$ cat src/rtl/mpbd_pkg.sv
// Shared types and constants for the mipmap box downsampler.
package mpbd_pkg;

	localparam int MaxWidth   = 1024;
	localparam int MaxLevels  = 10;
	localparam int Channels   = 4;
	localparam int SampleBits = 16;
	localparam int LvlBits    = 4;
	localparam int CoordBits  = 10;
	localparam int DimBits    = 11;
	localparam int SumBits    = SampleBits + 1;
	localparam int PairDepth  = MaxWidth * Channels;
	localparam int PairAddrBits = $clog2(PairDepth);
	localparam int LeftDepth  = MaxLevels * Channels;
	localparam int LeftAddrBits = $clog2(LeftDepth);

	localparam logic [1:0] RegWidth    = 2'd0;
	localparam logic [1:0] RegHeight   = 2'd1;
	localparam logic [1:0] RegLevels   = 2'd2;
	localparam logic [1:0] RegChannels = 2'd3;

	typedef enum logic [2:0] {
		ST_IDLE,
		ST_READ,
		ST_EMIT,
		ST_WAIT
	} state_t;

	// Controller to datapath commands.
	typedef struct packed {
		logic load;     // take input beat
		logic rd;       // fetch stores for current level
		logic step;     // emit done: advance counters, update stores
		logic clr_pos;  // restart all level counters
	} cmd_t;

	// Datapath to controller status.
	typedef struct packed {
		logic last;     // current level is the final one for this beat
	} stat_t;

	// Offset of a level's pairs within the pair-sum store.
	function automatic logic [PairAddrBits-1:0] pair_base(input logic [LvlBits-1:0] l);
		logic [PairAddrBits-1:0] off;
		off = '0;
		for (int k = 0; k < MaxLevels; k++)
			if (k < int'(l))
				off = off + PairAddrBits'(MaxWidth >> (k + 1));
		return off;
	endfunction

endpackage

$ cat src/rtl/mpbd_ctrl.sv
// Controller FSM sequencing levels of one input beat.
module mpbd_ctrl (
	input  logic                clk,
	input  logic                arst_n,
	input  logic                in_valid,
	output logic                in_stall,
	output logic                out_valid,
	input  logic                out_stall,
	input  logic                cfg_we,
	output mpbd_pkg::cmd_t      cmd,
	input  mpbd_pkg::stat_t     stat
);
	mpbd_pkg::state_t state_q, state_d;
	logic out_go;

	assign out_go = out_valid && !out_stall;

	// Next state.
	always_comb begin
		state_d = state_q;
		case (state_q)
			mpbd_pkg::ST_IDLE: if (in_valid) state_d = mpbd_pkg::ST_READ;
			mpbd_pkg::ST_READ: state_d = mpbd_pkg::ST_EMIT;
			mpbd_pkg::ST_EMIT: if (!out_stall) state_d = stat.last ? mpbd_pkg::ST_IDLE
					: mpbd_pkg::ST_READ;
			mpbd_pkg::ST_WAIT: state_d = mpbd_pkg::ST_IDLE;
			default: state_d = mpbd_pkg::ST_IDLE;
		endcase
	end

	// Outputs.
	always_comb begin
		in_stall    = 1'b1;
		out_valid   = 1'b0;
		cmd         = '0;
		cmd.clr_pos = cfg_we;
		case (state_q)
			mpbd_pkg::ST_IDLE: begin
				in_stall = 1'b0;
				cmd.load = in_valid;
			end
			mpbd_pkg::ST_READ: cmd.rd = 1'b1;
			mpbd_pkg::ST_EMIT: begin
				out_valid = 1'b1;
				cmd.step  = !out_stall;
			end
			default: ;
		endcase
	end

	always_ff @(posedge clk or negedge arst_n) begin
		if (!arst_n)
			state_q <= mpbd_pkg::ST_IDLE;
		else
			state_q <= state_d;
	end

`ifndef SYNTH
	a_no_out_idle: assert property (@(posedge clk) disable iff (!arst_n)
		state_q == mpbd_pkg::ST_IDLE |-> !out_valid) else $error("out valid in idle");
	a_emit_follows_read: assert property (@(posedge clk) disable iff (!arst_n)
		state_q == mpbd_pkg::ST_READ |=> state_q == mpbd_pkg::ST_EMIT)
		else $error("read not followed by emit");
	a_load_goes_read: assert property (@(posedge clk) disable iff (!arst_n)
		cmd.load |=> state_q == mpbd_pkg::ST_READ) else $error("load lost");
	a_step_needs_out: assert property (@(posedge clk) disable iff (!arst_n)
		cmd.step |-> out_go) else $error("step without beat");
`endif
endmodule

$ cat config.mk
export PLATFORM = sky130hd
export DESIGN_NAME = mpbd_ctrl
export DESIGN_NICKNAME = d
export VERILOG_FILES = /design/src/rtl/mpbd_pkg.sv /design/src/rtl/mpbd_ctrl.sv
export SDC_FILE = /design/constraint.sdc
export NUM_CORES = 1
export LEC_CHECK = 0
export BUFFER_PORTS_ARGS = -buffer_cell sky130_fd_sc_hd__buf_2
export CORE_AREA = 2 2 39 41
export DETAILED_ROUTE_END_ITERATION = 8
export DIE_AREA = 0 0 41 43
export RECOVER_POWER = 50
export SLEW_MARGIN = 5
export SYNTH_ARGS = -nofsm -noshare
export SYNTH_HDL_FRONTEND = slang
export SYNTH_SLANG_ARGS = --single-unit
$ cat constraint.sdc
create_clock -name clk -period 1.4 [get_ports clk]
set_input_delay 0.14 -clock clk [delete_from_list [all_inputs] [get_ports clk]]
set_output_delay 0.14 -clock clk [all_outputs]
set_load 0.02 [all_outputs]
==> results of run 1 <==
## power by group through the flow
stage               Sequential, W  Clock [W]  Combinational [W]
floorplan               0.0000991          0           0.000166
global placement         0.000104          0           0.000212
detailed placement       0.000103          0           0.000211
CTS                      0.000103   0.000136           0.000213
global route             0.000104   0.000143           0.000231
finish                   0.000103   0.000128           0.000209
## metal layers
metal  routed length [microns]  GRT usage (%)  vias to the layer above
met5                         0              0                        -
met4                        14           10.0                        0
met3                        29           3.14                        2
met2                       153           5.94                        8
met1                        81           1.28                       48
li1                          -              -                       60
## critical path: cells and delay by family, from the launching register on
family,cells,cell delay [ns]
flops,1,0.39
simple gates,1,0.27
buf+inv,1,0.22
## cell usage after synthesis
| cell | n |
|---|---|
| nor2b_1 | 2 |
| a21o_1 | 2 |
| or2_1 | 1 |
| nor3b_1 | 1 |
| dfrtp_1 | 2 |
| buf_4 | 2 |
| nor2b_2 | 1 |
| nor2_1 | 1 |
## kinds of logic after synthesis
group	share of synthesized area, %
AO/OA/AOI/OAI	12.6
buffers and inverters	12.6
flip-flops	42.1
AND/OR/NAND/NOR	32.6
## final timing paths
path	start	to	slack, ns	depth (start not counted)
worst max-delay path	state_q[0]	cmd[3]	0.15	2
worst min-delay path	out_stall	state_q[1]	0.14	2
worst max register to register	state_q[1]	state_q[1]	0.56	2
worst min register to register	state_q[1]	state_q[1]	0.61	2
max in group asynchronous	arst_n	state_q[0]	1.04	2
min in group asynchronous	arst_n	state_q[1]	0.23	2
## through the flow
stage	instance area, sq um	cells	power, W
after floorplan	119	12	0.000265
after global placement	169	35	0.000315
after detailed placement	169	35	0.000314
after CTS	201	39	0.000452
after global routing	200	39	0.000478
final	200	39	0.000440
## cell type report
cell class	count	share of cell area [%]
well taps	16	10.0
clock buffers	3	11.2
multi-input cells	8	26.9
flip-flops and latches	2	25.0
repair buffers	10	26.9
==> results.md, run 1 <==
* Flops & latches, synth at 2
* Clock buffer depth at 2
* Final hold vios at 0
* Initial antenna violation count at 0
* Synthesis-to-finish area growth at 68.4%
* Critical-path cell list: nor3b_1, buf_2
* Arrival time worst endpoint at 1.11 ns
* Leak at 0.113 nW
* Cell count after synthesis at 12
* VDD IR max at 0.267 mV
* Die Wd at 41 microns
* Core area at 1380 sq um
* H-tree level count at 1
* Sequential power share at 23.3%
* Cts hold-fix bufs at 1
* Largest Register: state_q
* Post-Route Utilization at 14.5%
* Antenna viol nets, final at 0
* Post-CTS Setup Inserts at 0
* WP data required at 1.26 ns
* Avg Cell Area, Syn at 9.91 sq um
* Filler Cells Inserted at 159
* Largest net degree at the start of global routing at 5
* Total GRT Usage at 4.41%
* Sw frac at 40.2%
* Initial DRC Count at 0
* Seq/Total Area, Yosys at 42.1%
* First-pass DRT Iterations at 1
* Final Setup Violations at 0
* Die area at 1760 sq um
* Post_cts resized at 0
* Worst skew pair latency at 0.22 ns
* Clk sinks at 2
* Synth top area share at 42.1%
* Worst setup EP type: primary output
* Per-cell routed wire length at 7.13 microns
* Row cnt at 14
* Input/output buffers at 9
* DRC at 0
* I/O pin cnt at 12
* Most area-consuming cells after synthesis: dfrtp_1 (42%), a21o_1 (13%), buf_4 (13%), nor2b_1 (11%), nor2b_2 (7.4%)
* Total negative setup slack at 0 ns
* Logic gate share of total power at 47.5%
* Commonest non-fill, non-tap cells in the layout: buf_2 (8), clkbuf_4 (3), nor2b_1 (2), a21o_1 (2), dfrtp_1 (2)
* Initial Utilization at 8.59%
* Clk pwr share at 29.2%
* Inserted Clock Buffers at 3
* CTS root buf: clkbuf_4
* Final Wtd Congestion at 0.560
* Relative slew margins at 83.2%
* Critical path fanouts, max at 4
* Final net count at 31
* Synth Cell Area at 119 sq um
* Clock Skew at 0.000501 ns
* Total wire length at 278 microns
* Layout cells sized above 1 at 52.2%
* Synth area leader: dfrtp_1
* Synth Net Count at 18
* Min Clock Period, post-route at 1.25 ns
* Fin worst setup slack at 0.152 ns
* Class of the most critical setup path: reg -> out
* Multi-input gate area at 53.8 sq um
* Gr ovfl total at 0
* Power density cells at 2200 nW/um^2
* Sw Pwr at 0.000177 W
* Clock transition at path regs at 0.03 ns
* DP Worst Slack at 0.378 ns
* Largest stage delay, worst path at 0.39 ns
* Max Transition Viols Final at 0
* FMAX at 801 MHz
* Synth cell types at 8
* Vias in the first global route at 126
* Tightest Pin Transition at 0.252 ns
* Unrepaired setup endpoints after global routing: false
* P_int at 0.000263 W
* Status: finished, final reports clean
* Max cap viols at 0
* Commonest non-fill, non-tap cell in the layout: buf_2
* Chip height at 43 microns
* Critical path's slowest cell: dfrtp_1
* Largest register FFs at 2
* CTS tree: yes
* Registers with the most flip-flops: state_q: 2 flops
* Via Count at 118
* Worst hold path type: in -> reg
* First-pass GRT wire length at 386 microns
* Register area at 50.0 sq um
* Hold Slack at 0.144 ns
* Final period util at 89.1%
* Antenna diodes at 0
* Synth Warn # at 0
* Crit start category: flip-flop
* Post-DR vias/cell at 3.03
(Power assumes the default switching activity.)
==> run 2: changes to the inputs <==
Settings changed: BUFFER_PORTS_ARGS -buffer_cell sky130_fd_sc_hd__buf_2 to unset, DONT_BUFFER_PORTS set to 1.
==> results.md, run 2 (synthesis results as in run 1) <==
* FMAX at 847 MHz
* Total GRT Usage at 4.91%
* Min Clock Period, post-route at 1.18 ns
* Commonest non-fill, non-tap cells in the layout: clkbuf_4 (3), buf_4 (3), nor2b_1 (2), a21o_1 (2), dfrtp_1 (2)
* DRC at 0
* Input/output buffers at 0
* Final Setup Violations at 0
* Crit start category: flip-flop
* Chip height at 43 microns
* Clock buffer depth at 2
* CTS tree: yes
* Clk pwr share at 29.6%
* Largest register FFs at 2
* First-pass GRT wire length at 420 microns
* Logic gate share of total power at 47.2%
* Vias in the first global route at 124
* Critical path's slowest cell: dfrtp_1
* I/O pin cnt at 12
* H-tree level count at 1
* Arrival time worst endpoint at 1.04 ns
* Final Wtd Congestion at 0.522
* Tightest Pin Transition at 0.326 ns
* Total wire length at 295 microns
* Antenna diodes at 0
* Class of the most critical setup path: reg -> out
* Clk sinks at 2
* Post_cts resized at 0
* Die area at 1760 sq um
* Final hold vios at 0
* Initial DRC Count at 3
* Critical-path cell list: nor2b_2, nor2b_1, buf_4
* Post-Route Utilization at 13.2%
* Layout cells sized above 1 at 38.9%
* Max cap viols at 0
* Final period util at 84.3%
* Registers with the most flip-flops: state_q: 2 flops
* Worst setup EP type: primary output
* FF-to-FF path depth at 3
* Post-DR vias/cell at 2.97
* WP data required at 1.26 ns
* Hold depth at 1
* Row cnt at 14
* Core area at 1380 sq um
* Antenna viol nets, final at 0
* Relative slew margins at 78.3%
* Largest stage delay, worst path at 0.38 ns
* Via Count at 101
* Initial Utilization at 8.59%
* Power density cells at 2410 nW/um^2
* Critical path fanouts, max at 4
* Sequential power share at 23.2%
* Synthesis-to-finish area growth at 53.7%
* Leak at 0.0926 nW
* Largest Register: state_q
* Worst skew pair latency at 0.23 ns
* P_int at 0.000261 W
* Unrepaired setup endpoints after global routing: false
* VDD IR max at 0.248 mV
* Max Transition Viols Final at 0
* Die Wd at 41 microns
* Final net count at 26
* Initial antenna violation count at 0
* First-pass DRT Iterations at 2
* Dpl hpwl at 229 microns
* Total negative setup slack at 0 ns
* Inserted Clock Buffers at 3
* Filler Cells Inserted at 160
* Sw Pwr at 0.000179 W
* CTS root buf: clkbuf_4
* Gr ovfl total at 0
* Clock transition at path regs at 0.03 ns
* Sw frac at 40.6%
* Worst hold path type: in -> reg
* Per-cell routed wire length at 8.68 microns
* Largest net degree at the start of global routing at 5
* Status: finished, final reports clean
* Clock Skew at 0.00376 ns
-- run 2: changes by cell type in the layout (fill, tap and decap cells not counted), sizes merged --
| cell | delta |
|---|---|
| buf | -5 |
-- run 2: path summary, 6_finish.rpt --
| path | start | end | slack [ns] |
|---|---|---|---|
| max | state_q[1] | cmd[1] | 0.22 |
| min | out_stall | state_q[1] | 0.04 |
| max reg2reg | state_q[1] | state_q[1] | 0.34 |
| min reg2reg | state_q[1] | state_q[1] | 0.76 |
| max in group asynchronous | arst_n | state_q[1] | 1.13 |
| min in group asynchronous | arst_n | state_q[0] | 0.15 |
-- run 2: metrics by stage --
stage	cells	total power (W)	instance area [sq um]	hold slack [ns]	worst slack, ns
after detailed placement	30	0.000323	154	-0.156	0.404
after global routing	34	0.000475	183	0.0446	0.157
final	34	0.000440	183	0.0409	0.220
after global placement	30	0.000319	154	-0.155	0.419
after CTS	34	0.000463	186	0.0309	0.199
after floorplan	12	0.000265	119	-0.156	0.211
-- run 2: routing by layer --
metal  part of all wire (%)  global-route usage (%)
met1                     29                    2.56
met2                     55                    5.31
met3                    9.5                    3.14
met4                    6.4                    12.0
met5                      0                       0
-- run 2: critical path, delay by kind of cell, from the launching register on --
family	cells	cell delay [ns]
simple gates	2	0.28
buf+inv	1	0.15
flops	1	0.38
-- run 2: layout make-up --
cell class	instances	area, sq um	share of cell area [%]
Tap cell	16	20.0	11.0
Multi-Input combinational cell	8	53.8	29.5
Clock buffer	3	22.5	12.3
Timing Repair Buffer	5	36.3	19.9
Sequential cell	2	50.0	27.4
-- run 2: repair_timing --
action,in CTS,in global routing
setup buffers,0,0
hold buffers,1,0
endpoints found under the setup margin,0,0
endpoints found under the hold margin,2,0
-- run 2: power groups by stage --
stage               registers, W  clock network, W  logic [W]
floorplan              0.0000991                 0   0.000166
global route            0.000105          0.000144   0.000226
CTS                     0.000103          0.000138   0.000222
detailed placement      0.000104                 0   0.000219
global placement        0.000102                 0   0.000218
finish                  0.000102          0.000130   0.000208
